==> src/hw/rtl/wve_container_deframer_defines.svh <==
// ---------------------------------------------------------------------------
// WVE container deframer assertion macros
// Shared property wrappers for the deframer RTL; clk and rst_n are taken
// from the scope of the module that uses them.
// ---------------------------------------------------------------------------
`ifndef WVE_CONTAINER_DEFRAMER_DEFINES_SVH
`define WVE_CONTAINER_DEFRAMER_DEFINES_SVH

// Same-cycle implication, disabled during reset
`define WVECD_ASSERT_IMP(lbl, ante, cons, msg) \
  lbl: assert property (@(posedge clk) disable iff (!rst_n) (ante) |-> (cons)) \
    else $error(msg);

// Next-cycle implication, disabled during reset
`define WVECD_ASSERT_NXT(lbl, ante, cons, msg) \
  lbl: assert property (@(posedge clk) disable iff (!rst_n) (ante) |=> (cons)) \
    else $error(msg);

`endif

==> src/hw/rtl/wvecd_pkg.sv <==
// ---------------------------------------------------------------------------
// WVE container deframer package
// Phase encoding, container tags, status codes and the result word type.
// ---------------------------------------------------------------------------
package wvecd_pkg;

  // Parse phase
  typedef enum logic [3:0] {
    PH_SIG    = 4'd0,
    PH_HSIZE  = 4'd1,
    PH_TAG    = 4'd2,
    PH_ELEM   = 4'd3,
    PH_LEN    = 4'd4,
    PH_VAL    = 4'd5,
    PH_SKIP   = 4'd6,
    PH_PRE    = 4'd7,
    PH_BODY   = 4'd8,
    PH_END    = 4'd9,
    PH_BADTAG = 4'd10,
    PH_SHORT  = 4'd11
  } wvecd_phase_t;

  // Container framing constants
  localparam int unsigned PREAMBLE_BYTES = 8;
  localparam int unsigned FIELD_BYTES    = 4;
  localparam logic [31:0] TAG_PT00       = 32'h5054_0000;
  localparam logic [31:0] TAG_AUDIO      = 32'h5343_446C;
  localparam logic [31:0] TAG_ENDING     = 32'h5343_456C;

  // Header element tags
  localparam logic [7:0] ELEM_HDR_END   = 8'hFF;
  localparam logic [7:0] ELEM_AUDIO_SUB = 8'hFD;
  localparam logic [7:0] ELEM_CHANNELS  = 8'h82;
  localparam logic [7:0] ELEM_COMPRESS  = 8'h83;
  localparam logic [7:0] ELEM_SAMPLES   = 8'h85;
  localparam logic [7:0] ELEM_SUB_END   = 8'h8A;
  localparam logic [31:0] COMP_TYPE_OK  = 32'd7;

  // Status codes
  localparam logic [2:0] ST_HEADER = 3'd0;
  localparam logic [2:0] ST_DATA   = 3'd1;
  localparam logic [2:0] ST_END    = 3'd2;
  localparam logic [2:0] ST_BADTAG = 3'd3;
  localparam logic [2:0] ST_SHORT  = 3'd4;

  // One result word
  typedef struct packed {
    logic        payload_valid;
    logic [7:0]  payload_byte;
    logic        payload_last;
    logic [2:0]  status;
    logic        audio_present;
    logic [7:0]  channel_count;
    logic        compression_known;
    logic [31:0] sample_total;
  } wvecd_result_t;

endpackage

==> src/hw/rtl/wvecd_in_if.sv <==
// ---------------------------------------------------------------------------
// WVE container deframer input channel
// Valid/ready channel carrying one file byte per word.
// ---------------------------------------------------------------------------
interface wvecd_in_if;
  logic       valid;
  logic       ready;
  logic [7:0] data_byte;

  modport source (output valid, output data_byte, input ready);
  modport sink   (input valid, input data_byte, output ready);
endinterface

==> src/hw/rtl/wvecd_out_if.sv <==
// ---------------------------------------------------------------------------
// WVE container deframer result channel
// Valid/ready channel carrying one result word per input byte.
// ---------------------------------------------------------------------------
interface wvecd_out_if;
  logic        valid;
  logic        ready;
  logic        payload_valid;
  logic [7:0]  payload_byte;
  logic        payload_last;
  logic [2:0]  status;
  logic        audio_present;
  logic [7:0]  channel_count;
  logic        compression_known;
  logic [31:0] sample_total;

  modport source (output valid, output payload_valid, output payload_byte,
                  output payload_last, output status, output audio_present,
                  output channel_count, output compression_known,
                  output sample_total, input ready);
  modport sink   (input valid, input payload_valid, input payload_byte,
                  input payload_last, input status, input audio_present,
                  input channel_count, input compression_known,
                  input sample_total, output ready);
endinterface

==> src/hw/rtl/wvecd_parser.sv <==
// ---------------------------------------------------------------------------
// WVE container deframer parser
// Input byte register followed by the single-pass parse step that updates
// the container state and produces one result word per byte.
// ---------------------------------------------------------------------------
`include "wve_container_deframer_defines.svh"

module wvecd_parser (
  input  logic                    clk,
  input  logic                    rst_n,
  wvecd_in_if.sink                in_ch,
  output logic                    push_valid,
  output wvecd_pkg::wvecd_result_t push_data,
  input  logic                    push_ready
);
  import wvecd_pkg::*;

  // Input register
  logic       in_v_r;
  logic [7:0] byte_r;
  logic       step;

  // Parse state
  wvecd_phase_t phase_r, phase_nxt;
  logic [31:0]  pos_r, pos_nxt;
  logic [31:0]  hlen_r, hlen_nxt;
  logic [7:0]   ebl_r, ebl_nxt;
  logic [31:0]  eval_r, eval_nxt;
  logic [7:0]   etag_r, etag_nxt;
  logic         in_sub_r, in_sub_nxt;
  logic [63:0]  pre_r, pre_nxt;
  logic [31:0]  chunk_left_r, chunk_left_nxt;
  logic         chunk_audio_r, chunk_audio_nxt;
  logic         seen_r, seen_nxt;
  logic [7:0]   chan_r, chan_nxt;
  logic         comp_r, comp_nxt;
  logic [31:0]  samples_r, samples_nxt;

  // Step temporaries
  logic [31:0] pos_inc;
  logic [7:0]  ebl_inc;
  logic [31:0] chunk_dec;
  logic [31:0] pre_type;
  logic [31:0] pre_low;
  logic [31:0] pre_size;
  logic        fin;
  logic        start_pre;
  logic        pv, pl;
  logic [7:0]  pb;
  logic [2:0]  st;

  assign step        = in_v_r && push_ready;
  assign in_ch.ready = !in_v_r || push_ready;

  // Hold the incoming byte until the parse step takes it
  always_ff @(posedge clk) begin
    if (!rst_n) begin
      in_v_r <= 1'b0;
    end else if (in_ch.ready) begin
      in_v_r <= in_ch.valid;
    end
    if (in_ch.ready && in_ch.valid) begin
      byte_r <= in_ch.data_byte;
    end
  end

  // Parse state registers
  always_ff @(posedge clk) begin
    if (!rst_n) begin
      phase_r       <= PH_SIG;
      pos_r         <= '0;
      hlen_r        <= '0;
      ebl_r         <= '0;
      eval_r        <= '0;
      etag_r        <= '0;
      in_sub_r      <= 1'b0;
      pre_r         <= '0;
      chunk_left_r  <= '0;
      chunk_audio_r <= 1'b0;
      seen_r        <= 1'b0;
      chan_r        <= '0;
      comp_r        <= 1'b0;
      samples_r     <= '0;
    end else begin
      phase_r       <= phase_nxt;
      pos_r         <= pos_nxt;
      hlen_r        <= hlen_nxt;
      ebl_r         <= ebl_nxt;
      eval_r        <= eval_nxt;
      etag_r        <= etag_nxt;
      in_sub_r      <= in_sub_nxt;
      pre_r         <= pre_nxt;
      chunk_left_r  <= chunk_left_nxt;
      chunk_audio_r <= chunk_audio_nxt;
      seen_r        <= seen_nxt;
      chan_r        <= chan_nxt;
      comp_r        <= comp_nxt;
      samples_r     <= samples_nxt;
    end
  end

  // Advance the parse by one byte
  always_comb begin
    phase_nxt       = phase_r;
    pos_nxt         = pos_r;
    hlen_nxt        = hlen_r;
    ebl_nxt         = ebl_r;
    eval_nxt        = eval_r;
    etag_nxt        = etag_r;
    in_sub_nxt      = in_sub_r;
    pre_nxt         = pre_r;
    chunk_left_nxt  = chunk_left_r;
    chunk_audio_nxt = chunk_audio_r;
    seen_nxt        = seen_r;
    chan_nxt        = chan_r;
    comp_nxt        = comp_r;
    samples_nxt     = samples_r;

    pos_inc   = pos_r + 32'd1;
    ebl_inc   = ebl_r + 8'd1;
    chunk_dec = chunk_left_r - 32'd1;
    pre_type  = '0;
    pre_low   = '0;
    pre_size  = '0;
    fin       = 1'b0;
    start_pre = 1'b0;
    pv        = 1'b0;
    pl        = 1'b0;
    pb        = '0;

    if (step) begin
      // Count bytes until a terminal phase is reached
      if (phase_r != PH_END && phase_r != PH_BADTAG && phase_r != PH_SHORT) begin
        pos_nxt = pos_inc;
      end

      case (phase_r)
        PH_SIG: begin
          ebl_nxt = ebl_inc;
          if (ebl_inc >= 8'(FIELD_BYTES)) begin
            ebl_nxt   = '0;
            hlen_nxt  = '0;
            phase_nxt = PH_HSIZE;
          end
        end
        PH_HSIZE: begin
          case (ebl_r[1:0])
            2'd0:    hlen_nxt = hlen_r | {24'd0, byte_r};
            2'd1:    hlen_nxt = hlen_r | {16'd0, byte_r, 8'd0};
            2'd2:    hlen_nxt = hlen_r | {8'd0, byte_r, 16'd0};
            default: hlen_nxt = hlen_r | {byte_r, 24'd0};
          endcase
          ebl_nxt = ebl_inc;
          if (ebl_inc >= 8'(FIELD_BYTES)) begin
            ebl_nxt   = '0;
            eval_nxt  = '0;
            phase_nxt = PH_TAG;
          end
        end
        PH_TAG: begin
          eval_nxt = {eval_r[23:0], byte_r};
          ebl_nxt  = ebl_inc;
          if (ebl_inc >= 8'(FIELD_BYTES)) begin
            ebl_nxt   = '0;
            phase_nxt = (eval_nxt == TAG_PT00) ? PH_ELEM : PH_BADTAG;
          end
        end
        PH_ELEM: begin
          if (!in_sub_r && byte_r == ELEM_HDR_END) begin
            if (hlen_r > pos_inc) begin
              phase_nxt = PH_SKIP;
            end else begin
              start_pre = 1'b1;
            end
          end else if (!in_sub_r && byte_r == ELEM_AUDIO_SUB) begin
            in_sub_nxt = 1'b1;
            seen_nxt   = 1'b1;
          end else begin
            etag_nxt  = byte_r;
            phase_nxt = PH_LEN;
          end
        end
        PH_LEN: begin
          ebl_nxt  = byte_r;
          eval_nxt = '0;
          if (byte_r == 8'd0) begin
            fin = 1'b1;
          end else begin
            phase_nxt = PH_VAL;
          end
        end
        PH_VAL: begin
          eval_nxt = {eval_r[23:0], byte_r};
          ebl_nxt  = ebl_r - 8'd1;
          if (ebl_nxt == 8'd0) begin
            fin = 1'b1;
          end
        end
        PH_SKIP: begin
          if (pos_inc >= hlen_r) begin
            start_pre = 1'b1;
          end
        end
        PH_PRE: begin
          pre_nxt = {pre_r[55:0], byte_r};
          ebl_nxt = ebl_inc;
          if (ebl_inc >= 8'(PREAMBLE_BYTES)) begin
            pre_type = pre_nxt[63:32];
            pre_low  = pre_nxt[31:0];
            pre_size = {pre_low[7:0], pre_low[15:8], pre_low[23:16], pre_low[31:24]};
            if (pre_type == TAG_ENDING) begin
              phase_nxt = PH_END;
            end else if (pre_size < 32'(PREAMBLE_BYTES)) begin
              phase_nxt = PH_SHORT;
            end else begin
              chunk_left_nxt  = pre_size - 32'(PREAMBLE_BYTES);
              chunk_audio_nxt = (pre_type == TAG_AUDIO) && seen_r;
              if (pre_size == 32'(PREAMBLE_BYTES)) begin
                start_pre = 1'b1;
              end else begin
                phase_nxt = PH_BODY;
              end
            end
          end
        end
        PH_BODY: begin
          chunk_left_nxt = chunk_dec;
          if (chunk_audio_r) begin
            pv = 1'b1;
            pb = byte_r;
            pl = (chunk_dec == 32'd0);
          end
          if (chunk_dec == 32'd0) begin
            start_pre = 1'b1;
          end
        end
        default: begin
        end
      endcase

      // Close a header element; subheader fields land in the audio registers
      if (fin) begin
        if (in_sub_r) begin
          case (etag_r)
            ELEM_CHANNELS: chan_nxt = (eval_nxt > 32'd255) ? 8'd255 : eval_nxt[7:0];
            ELEM_COMPRESS: comp_nxt = (eval_nxt == COMP_TYPE_OK);
            ELEM_SAMPLES:  samples_nxt = eval_nxt;
            ELEM_SUB_END:  in_sub_nxt = 1'b0;
            default: begin
            end
          endcase
        end
        phase_nxt = PH_ELEM;
      end

      // Open a fresh chunk preamble
      if (start_pre) begin
        phase_nxt = PH_PRE;
        ebl_nxt   = '0;
        pre_nxt   = '0;
      end
    end

    // Status after this byte
    case (phase_nxt)
      PH_END:         st = ST_END;
      PH_BADTAG:      st = ST_BADTAG;
      PH_SHORT:       st = ST_SHORT;
      PH_PRE, PH_BODY: st = ST_DATA;
      default:        st = ST_HEADER;
    endcase

    push_data.payload_valid     = pv;
    push_data.payload_byte      = pb;
    push_data.payload_last      = pl;
    push_data.status            = st;
    push_data.audio_present     = seen_nxt;
    push_data.channel_count     = chan_nxt;
    push_data.compression_known = comp_nxt;
    push_data.sample_total      = samples_nxt;
  end

  assign push_valid = in_v_r;

  `WVECD_ASSERT_IMP(a_last_is_payload, push_valid && push_data.payload_last,
                    push_data.payload_valid, "payload_last without payload_valid")
  `WVECD_ASSERT_NXT(a_end_holds, phase_r == PH_END, phase_r == PH_END,
                    "left end-of-stream phase without reset")
  `WVECD_ASSERT_NXT(a_pos_frozen,
                    phase_r == PH_END || phase_r == PH_BADTAG || phase_r == PH_SHORT,
                    $stable(pos_r), "byte position moved in a terminal phase")
  `WVECD_ASSERT_IMP(a_payload_in_body, step && pv, phase_r == PH_BODY && chunk_audio_r,
                    "payload byte outside an audio chunk body")

endmodule

==> src/hw/rtl/wvecd_out_buf.sv <==
// ---------------------------------------------------------------------------
// WVE container deframer result buffer
// Two-word registered buffer that decouples the parse step from the sink.
// ---------------------------------------------------------------------------
module wvecd_out_buf (
  input  logic                     clk,
  input  logic                     rst_n,
  input  logic                     push_valid,
  input  wvecd_pkg::wvecd_result_t push_data,
  output logic                     push_ready,
  wvecd_out_if.source              out_ch
);
  import wvecd_pkg::*;

  logic [1:0]    cnt_r, cnt_nxt;
  wvecd_result_t ent0_r, ent0_nxt;
  wvecd_result_t ent1_r, ent1_nxt;
  logic          push, pop;

  assign push_ready = (cnt_r != 2'd2);
  assign push       = push_valid && push_ready;
  assign pop        = out_ch.valid && out_ch.ready;

  // Fill, drain and shift the two entries
  always_comb begin
    cnt_nxt  = cnt_r;
    ent0_nxt = ent0_r;
    ent1_nxt = ent1_r;
    if (push && !pop) begin
      if (cnt_r == 2'd0) begin
        ent0_nxt = push_data;
      end else begin
        ent1_nxt = push_data;
      end
      cnt_nxt = cnt_r + 2'd1;
    end else if (pop && !push) begin
      ent0_nxt = ent1_r;
      cnt_nxt  = cnt_r - 2'd1;
    end else if (pop && push) begin
      ent0_nxt = push_data;
    end
  end

  always_ff @(posedge clk) begin
    if (!rst_n) begin
      cnt_r <= '0;
    end else begin
      cnt_r <= cnt_nxt;
    end
    ent0_r <= ent0_nxt;
    ent1_r <= ent1_nxt;
  end

  // Drive the head entry
  assign out_ch.valid             = (cnt_r != 2'd0);
  assign out_ch.payload_valid     = ent0_r.payload_valid;
  assign out_ch.payload_byte      = ent0_r.payload_byte;
  assign out_ch.payload_last      = ent0_r.payload_last;
  assign out_ch.status            = ent0_r.status;
  assign out_ch.audio_present     = ent0_r.audio_present;
  assign out_ch.channel_count     = ent0_r.channel_count;
  assign out_ch.compression_known = ent0_r.compression_known;
  assign out_ch.sample_total      = ent0_r.sample_total;

endmodule

==> src/hw/rtl/wve_container_deframer.sv <==
// ---------------------------------------------------------------------------
// WVE container deframer
// Byte-serial parser for the chunked audio container.
// ---------------------------------------------------------------------------
// The block takes one file byte per cycle and returns exactly one result word
// for every byte, in order: a byte of an audio chunk body comes out with
// payload_valid set (payload_last on the final one), every other byte comes
// out with payload_valid clear, and each word carries the parse status and
// the audio subheader fields as they stand after that byte. Sustained rate is
// one byte per clock. An accepted byte sits in the input byte register until
// the parse step takes it, and its result word is then written into the
// two-word result buffer, whose head entry drives the result channel.
// The parse state is one register set updated once per byte, so back pressure
// on the result side stalls input only after both buffer words fill. Status
// codes end tag, bad header tag and chunk too short are sticky until reset.
module wve_container_deframer (
  input  logic        clk,
  input  logic        rst_n,
  wvecd_in_if.sink    in_ch,
  wvecd_out_if.source out_ch
);
  import wvecd_pkg::*;

  logic          push_valid;
  logic          push_ready;
  wvecd_result_t push_data;

  // Parse one byte per cycle while the result buffer has room
  wvecd_parser u_parser (
    .clk        (clk),
    .rst_n      (rst_n),
    .in_ch      (in_ch),
    .push_valid (push_valid),
    .push_data  (push_data),
    .push_ready (push_ready)
  );

  // Buffer result words toward the sink
  wvecd_out_buf u_out_buf (
    .clk        (clk),
    .rst_n      (rst_n),
    .push_valid (push_valid),
    .push_data  (push_data),
    .push_ready (push_ready),
    .out_ch     (out_ch)
  );

endmodule
==> src/flat_wrapper.sv <==
// flat-port wrapper written by rule: the top's interface ports become plain ports
module wve_container_deframer_flat import wvecd_pkg::*;
  (clk, rst_n, in_ch_valid, in_ch_data_byte, in_ch_ready, out_ch_valid, out_ch_payload_valid, out_ch_payload_byte, out_ch_payload_last, out_ch_status, out_ch_audio_present, out_ch_channel_count, out_ch_compression_known, out_ch_sample_total, out_ch_ready);
  wvecd_in_if in_ch_i ();
  wvecd_out_if out_ch_i ();
  input  logic clk;
  input  logic rst_n;
  input wire logic [$bits(in_ch_i.valid)-1:0] in_ch_valid;
  input wire logic [$bits(in_ch_i.data_byte)-1:0] in_ch_data_byte;
  output wire logic [$bits(in_ch_i.ready)-1:0] in_ch_ready;
  output wire logic [$bits(out_ch_i.valid)-1:0] out_ch_valid;
  output wire logic [$bits(out_ch_i.payload_valid)-1:0] out_ch_payload_valid;
  output wire logic [$bits(out_ch_i.payload_byte)-1:0] out_ch_payload_byte;
  output wire logic [$bits(out_ch_i.payload_last)-1:0] out_ch_payload_last;
  output wire logic [$bits(out_ch_i.status)-1:0] out_ch_status;
  output wire logic [$bits(out_ch_i.audio_present)-1:0] out_ch_audio_present;
  output wire logic [$bits(out_ch_i.channel_count)-1:0] out_ch_channel_count;
  output wire logic [$bits(out_ch_i.compression_known)-1:0] out_ch_compression_known;
  output wire logic [$bits(out_ch_i.sample_total)-1:0] out_ch_sample_total;
  input wire logic [$bits(out_ch_i.ready)-1:0] out_ch_ready;
  assign in_ch_i.valid = in_ch_valid;
  assign in_ch_i.data_byte = in_ch_data_byte;
  assign in_ch_ready = in_ch_i.ready;
  assign out_ch_valid = out_ch_i.valid;
  assign out_ch_payload_valid = out_ch_i.payload_valid;
  assign out_ch_payload_byte = out_ch_i.payload_byte;
  assign out_ch_payload_last = out_ch_i.payload_last;
  assign out_ch_status = out_ch_i.status;
  assign out_ch_audio_present = out_ch_i.audio_present;
  assign out_ch_channel_count = out_ch_i.channel_count;
  assign out_ch_compression_known = out_ch_i.compression_known;
  assign out_ch_sample_total = out_ch_i.sample_total;
  assign out_ch_i.ready = out_ch_ready;
  wve_container_deframer u_core (.clk(clk), .rst_n(rst_n), .in_ch(in_ch_i), .out_ch(out_ch_i));
endmodule
==> config.mk <==
export PLATFORM = sky130hd
export DESIGN_NAME = wve_container_deframer_flat
export DESIGN_NICKNAME = d
export VERILOG_FILES = /design/src/hw/rtl/wvecd_pkg.sv /design/src/hw/rtl/wvecd_in_if.sv /design/src/hw/rtl/wvecd_out_if.sv /design/src/hw/rtl/wvecd_parser.sv /design/src/hw/rtl/wvecd_out_buf.sv /design/src/hw/rtl/wve_container_deframer.sv /design/src/flat_wrapper.sv
export VERILOG_INCLUDE_DIRS = /design/src /design/src/hw/rtl
export SDC_FILE = /design/constraint.sdc
export NUM_CORES = 1
export LEC_CHECK = 0
export BUFFER_PORTS_ARGS = -buffer_cell sky130_fd_sc_hd__buf_4
export CORE_MARGIN = 1.5
export CORE_UTILIZATION = 59
export DETAILED_ROUTE_END_ITERATION = 10
export GPL_TIMING_DRIVEN = 0
export PLACE_DENSITY = 0.76
export SYNTH_ARGS = -nofsm -noshare
export SYNTH_HDL_FRONTEND = slang
export SYNTH_HIERARCHICAL = 1
export SYNTH_SLANG_ARGS = --single-unit
==> constraint.sdc <==
create_clock -name clk -period 5.72 [get_ports clk]
set_input_delay 0.286 -clock clk [delete_from_list [all_inputs] [get_ports clk]]
set_output_delay 0.286 -clock clk [all_outputs]
set_load 0.01 [all_outputs]
==> report_table.html <==
<table>
<tr><th>Metric</th><th>Value</th></tr>
<tr><th colspan="2">Logic synthesis</th></tr>
<tr><td>Share of async-settable or async-resettable flops after synthesis</td><td>0%</td></tr>
<tr><td>Sequential cell area fraction in the yosys report</td><td>47.4%</td></tr>
<tr><td>Number of enable-type register cells in the synthesized netlist</td><td>roughly 120</td></tr>
<tr><td>Number of synthesized register bits</td><td>369</td></tr>
<tr><td>Synthesized area per cell</td><td>9.63 sq um</td></tr>
<tr><td>Commonest register cell after synthesis</td><td>sky130_fd_sc_hd__dfxtp_1</td></tr>
<tr><td>Yosys warning count</td><td>6</td></tr>
<tr><td>Mapped Nets</td><td>1931</td></tr>
<tr><td>Post-synthesis instance total</td><td>1875</td></tr>
<tr><td>Cell area after synthesis</td><td>~18000 sq um</td></tr>
<tr><td>Post-synth cell types</td><td>84</td></tr>
<tr><th colspan="2">Floorplanning</th></tr>
<tr><td>Chip Width</td><td>178 um</td></tr>
<tr><td>Die height</td><td>178 um</td></tr>
<tr><td># rows</td><td>63</td></tr>
<tr><td>Die area</td><td>approximately 32000 sq um</td></tr>
<tr><td>Effective utilization at floorplan</td><td>between 60% and 70%</td></tr>
<tr><td>Number of ports placed on the die boundary</td><td>69</td></tr>
<tr><td>Std-Cell Core Area</td><td>29900 sq um</td></tr>
<tr><th colspan="2">Critical path</th></tr>
<tr><td>Startpoint Class</td><td>flip-flop</td></tr>
<tr><td>Path depth of the worst reg2reg path</td><td>19</td></tr>
<tr><td>Worst path arrival time</td><td>5.73 ns</td></tr>
<tr><td>Highest fanout seen on the critical path</td><td>7</td></tr>
<tr><td>Required time of the critical path</td><td>roughly 6 ns</td></tr>
<tr><td>Critical path endpoint category</td><td>flip-flop</td></tr>
<tr><td>WS Path Type</td><td>flip-flop to flip-flop</td></tr>
<tr><th colspan="2">Finish</th></tr>
<tr><td>Final net count</td><td>between 2k and 2.5k</td></tr>
<tr><td>Relative area change from synthesis to final layout</td><td>14.8%</td></tr>
<tr><td>Share of final-layout standard cells stronger than drive strength 1</td><td>13.2%</td></tr>
<tr><td>Most frequent standard cell in the layout excluding fill and tap cells</td><td>sky130_fd_sc_hd__dfxtp_1</td></tr>
<tr><td>Fill cell count</td><td>2251</td></tr>
<tr><td>Most frequent cells in the layout</td><td>sky130_fd_sc_hd__dfxtp_1, sky130_fd_sc_hd__nor2_1, sky130_fd_sc_hd__nand2_1</td></tr>
<tr><td>Final design utilization</td><td>a little over two thirds</td></tr>
<tr><td>Cell area after layout</td><td>between 20000 and 25000 sq um</td></tr>
<tr><th colspan="2">Placement</th></tr>
<tr><td>Port bufs</td><td>68</td></tr>
<tr><td>Area post-placement</td><td>19100 sq um</td></tr>
<tr><td>Post-Place Worst Slack</td><td>-0.688 ns</td></tr>
<tr><td>Gpl congestion</td><td>0.957</td></tr>
<tr><td>Post-DP HPWL</td><td>33.4 mm</td></tr>
<tr><th colspan="2">Route</th></tr>
<tr><td>First-pass iteration count of the detailed router</td><td>9</td></tr>
<tr><td>Initial drt markers</td><td>1585</td></tr>
<tr><td>Number of nets with antenna violations after detailed routing</td><td>0</td></tr>
<tr><td>Total number of vias</td><td>15.0k</td></tr>
<tr><td>Number of design rule violations left after detail routing</td><td>0</td></tr>
<tr><td>Post-detailed-route via-to-cell ratio</td><td>6.18</td></tr>
<tr><td>Wire length after detailed routing</td><td>48.0 mm</td></tr>
<tr><td>Average routed wire per standard cell</td><td>19.8 um</td></tr>
<tr><th colspan="2">STA</th></tr>
<tr><td>Final hold viol count</td><td>0</td></tr>
<tr><td>Worst Hold Slack</td><td>0.132 ns</td></tr>
<tr><td>Fraction of the cycle the final worst path needs</td><td>95.4%</td></tr>
<tr><td>Highest achievable clock rate</td><td>about 180 MHz</td></tr>
<tr><td>Worst-Margin Slew</td><td>approximately 1.3 ns</td></tr>
<tr><td>Final-report setup violation count</td><td>0</td></tr>
<tr><td>Final setup skew</td><td>0.0192 ns</td></tr>
<tr><td>Final Critical Period</td><td>5.45 ns</td></tr>
<tr><td>Slew Limit Headroom</td><td>a little over 9%</td></tr>
<tr><td>RSZ-0062 raised after global routing</td><td>true</td></tr>
<tr><td>Final slew viol count</td><td>0</td></tr>
<tr><td>Minimum setup slack in the final design</td><td>0.265 ns</td></tr>
<tr><th colspan="2">Global routing</th></tr>
<tr><td>Global-route wire length before repair</td><td>75.1 mm</td></tr>
<tr><td>Pin count of the biggest net entering global routing</td><td>45</td></tr>
<tr><td>Total GRT Usage</td><td>between 30% and 40%</td></tr>
<tr><td>Via count of the first global-routing pass</td><td>13.9k</td></tr>
<tr><td>Number of antenna violations at the first check in global routing</td><td>0</td></tr>
<tr><td>Remaining global-route overflow</td><td>0</td></tr>
<tr><th colspan="2">CTS</th></tr>
<tr><td>CTS tree</td><td>built</td></tr>
<tr><td>Clock sink total</td><td>369</td></tr>
<tr><td>Clock tree buffer depth</td><td>3</td></tr>
<tr><td>Number of levels in the clock H-tree</td><td>2</td></tr>
<tr><td>Root Buffer</td><td>sky130_fd_sc_hd__clkbuf_16</td></tr>
<tr><td>Worst-skew pair later-pin latency</td><td>approximately 0.54 ns</td></tr>
<tr><td>Clock slew seen by the registers of the worst setup and hold paths</td><td>0.06 ns</td></tr>
<tr><td>CTS Buf Count</td><td>39</td></tr>
<tr><th colspan="2">Pwr</th></tr>
<tr><td>Leakage dissipation</td><td>0.00785 uW</td></tr>
<tr><td>Peak supply drop</td><td>0.000247 V</td></tr>
<tr><td>Power per standard cell area</td><td>330 nW/um^2</td></tr>
<tr><td>Post-layout power</td><td>between 6000 and 7000 uW</td></tr>
<tr><th colspan="2">Run</th></tr>
<tr><td>Max Cap Viol</td><td>0</td></tr>
<tr><th colspan="2">Worst hold path</th></tr>
<tr><td>Worst Hold Class</td><td>primary input to flip-flop</td></tr>
<tr><td>Cells on Worst Hold Path</td><td>2</td></tr>
<tr><th colspan="2">Run status</th></tr>
<tr><td>Outcome</td><td>finished, final reports clean</td></tr>
</table>
## where the power goes
part | total, uW | switching [uW] | internal (uW)
logic | 1090 | 617 | 470
clock network | 2680 | 1050 | 1630
registers | 3070 | 89.4 | 2980
total | 6840 | 1760 | 5080
## what timing repair did
action | 4_1_cts | 5_1_grt
buffers inserted | 1 | 8
endpoints found under the hold margin | 9 | 0
resized for setup | 6 | 7
pin swaps | 1 | 4
setup endpoints to repair | 72 | 46
hold buffers | 9 | 0
## synth_stat cells (5+ instances only)
cell | number | area [sq um]
sky130_fd_sc_hd__a22o_1 | 58 | 508
sky130_fd_sc_hd__nor2_1 | 213 | 800
sky130_fd_sc_hd__buf_12 | 5 | 100
sky130_fd_sc_hd__dfxtp_1 | 251 | 5020
sky130_fd_sc_hd__nor4_1 | 40 | 250
sky130_fd_sc_hd__o31ai_1 | 6 | 45.0
sky130_fd_sc_hd__buf_4 | 11 | 82.6
sky130_fd_sc_hd__o21a_1 | 7 | 52.6
sky130_fd_sc_hd__and3_1 | 9 | 56.3
sky130_fd_sc_hd__a211oi_1 | 10 | 75.1
sky130_fd_sc_hd__nand2b_1 | 14 | 87.6
sky130_fd_sc_hd__mux2i_1 | 12 | 120
sky130_fd_sc_hd__nor4b_1 | 12 | 105
sky130_fd_sc_hd__a21oi_1 | 114 | 571
sky130_fd_sc_hd__o211ai_1 | 7 | 52.6
sky130_fd_sc_hd__clkbuf_1 | 89 | 334
sky130_fd_sc_hd__buf_6 | 6 | 67.6
sky130_fd_sc_hd__ha_1 | 44 | 551
sky130_fd_sc_hd__or2_2 | 11 | 68.8
sky130_fd_sc_hd__or3_1 | 25 | 156
sky130_fd_sc_hd__nand4_1 | 28 | 175
sky130_fd_sc_hd__or4_1 | 8 | 60.1
sky130_fd_sc_hd__nand3_1 | 42 | 210
sky130_fd_sc_hd__a21o_1 | 5 | 37.5
sky130_fd_sc_hd__o21ai_0 | 99 | 495
sky130_fd_sc_hd__mux2_4 | 50 | 751
sky130_fd_sc_hd__nand3b_1 | 7 | 52.6
sky130_fd_sc_hd__inv_1 | 59 | 221
sky130_fd_sc_hd__nand2_1 | 138 | 518
sky130_fd_sc_hd__and4_1 | 8 | 70.1
sky130_fd_sc_hd__nor3b_1 | 5 | 37.5
sky130_fd_sc_hd__mux2_2 | 5 | 56.3
sky130_fd_sc_hd__and2_1 | 56 | 350
sky130_fd_sc_hd__edfxtp_1 | 118 | 3540
sky130_fd_sc_hd__a22oi_1 | 69 | 518
sky130_fd_sc_hd__a31oi_1 | 13 | 81.3
sky130_fd_sc_hd__xor2_1 | 53 | 464
sky130_fd_sc_hd__xnor2_1 | 40 | 350
sky130_fd_sc_hd__o22ai_1 | 5 | 31.3
sky130_fd_sc_hd__nor3_1 | 43 | 215
## path summary, 6_finish.rpt
kind                               from                                end  slack, ns
min reg2reg  u_core/u_parser/hlen_r[21]         u_core/u_parser/hlen_r[21]       0.47
max reg2reg    u_core/u_parser/pos_r[2]  u_core/u_out_buf/out_ch.status[0]       0.27
max            u_core/u_parser/pos_r[2]  u_core/u_out_buf/out_ch.status[0]       0.27
min                               rst_n          u_core/u_out_buf/cnt_r[1]       0.13
## state kept, by name, summed over array words and instances (netlist names), 2 cells and up
signal                                 flops
u_core/u_out_buf/cnt_r                     2
u_core/u_out_buf/ent1_r                   55
u_core/u_out_buf/out_ch.channel_count      8
u_core/u_out_buf/out_ch.payload_byte       8
u_core/u_out_buf/out_ch.sample_total      32
u_core/u_out_buf/out_ch.status             3
u_core/u_parser/byte_r                     8
u_core/u_parser/chan_r                     8
u_core/u_parser/chunk_left_r              32
u_core/u_parser/ebl_r                      8
u_core/u_parser/etag_r                     8
u_core/u_parser/eval_r                    32
u_core/u_parser/hlen_r                    32
u_core/u_parser/phase_r                    4
u_core/u_parser/pos_r                     32
u_core/u_parser/pre_r                     56
u_core/u_parser/samples_r                 32
## metal layers
metal | wire length, um | GRT usage (%)
met1 | 20900 | 41.2
met2 | 21700 | 47.8
met3 | 4080 | 6.10
met4 | 1390 | 9.98
met5 | 0 | 0
## logic make-up after synthesis
group / share of synthesized area (%)
compound gates: 16.1
xor+xnor: 4.51
fa+ha+maj: 3.05
buf+inv: 4.67
flops: 47.4
mux: 5.13
simple gates: 19.1
## critical path, stage by stage (launching register included)
cell and delay (ns):
sky130_fd_sc_hd__dfxtp_1 0.42, sky130_fd_sc_hd__nand2_1 0.10, sky130_fd_sc_hd__or4_1 0.53, sky130_fd_sc_hd__clkbuf_1 0.22
sky130_fd_sc_hd__nor2_4 0.21, sky130_fd_sc_hd__and4_1 0.26, sky130_fd_sc_hd__and3_1 0.22, sky130_fd_sc_hd__and3_1 0.24
sky130_fd_sc_hd__nand3_1 0.11, sky130_fd_sc_hd__xnor2_1 0.15, sky130_fd_sc_hd__ha_1 0.31, sky130_fd_sc_hd__and4_1 0.20
sky130_fd_sc_hd__a221oi_1 0.31, sky130_fd_sc_hd__nand3_1 0.22, sky130_fd_sc_hd__o31a_1 0.37, sky130_fd_sc_hd__a211o_4 0.33
sky130_fd_sc_hd__a211oi_4 0.32, sky130_fd_sc_hd__nor2_1 0.07, sky130_fd_sc_hd__a32o_1 0.29, sky130_fd_sc_hd__mux2_4 0.29
## area by class of cell
cell class | count | area [sq um] | area share [%]
antenna | 1 | 2.50 | 0.0121
buffer | 117 | 611 | 2.94
clock buffer | 54 | 1130 | 5.47
clock inverter | 18 | 263 | 1.27
inverter | 61 | 229 | 1.10
multi-input combinational | 1327 | 8730 | 42.1
sequential | 369 | 8570 | 41.3
tap | 390 | 488 | 2.35
timing repair buffer | 89 | 713 | 3.44
## stage by stage
stage	cells	setup TNS (ns)
floorplan	1875	0
global placement	2333	-24.23
detailed placement	2336	-26.35
CTS	2418	0
global route	2425	-0.0435
finish	2426	0
(Power assumes the default switching activity.)
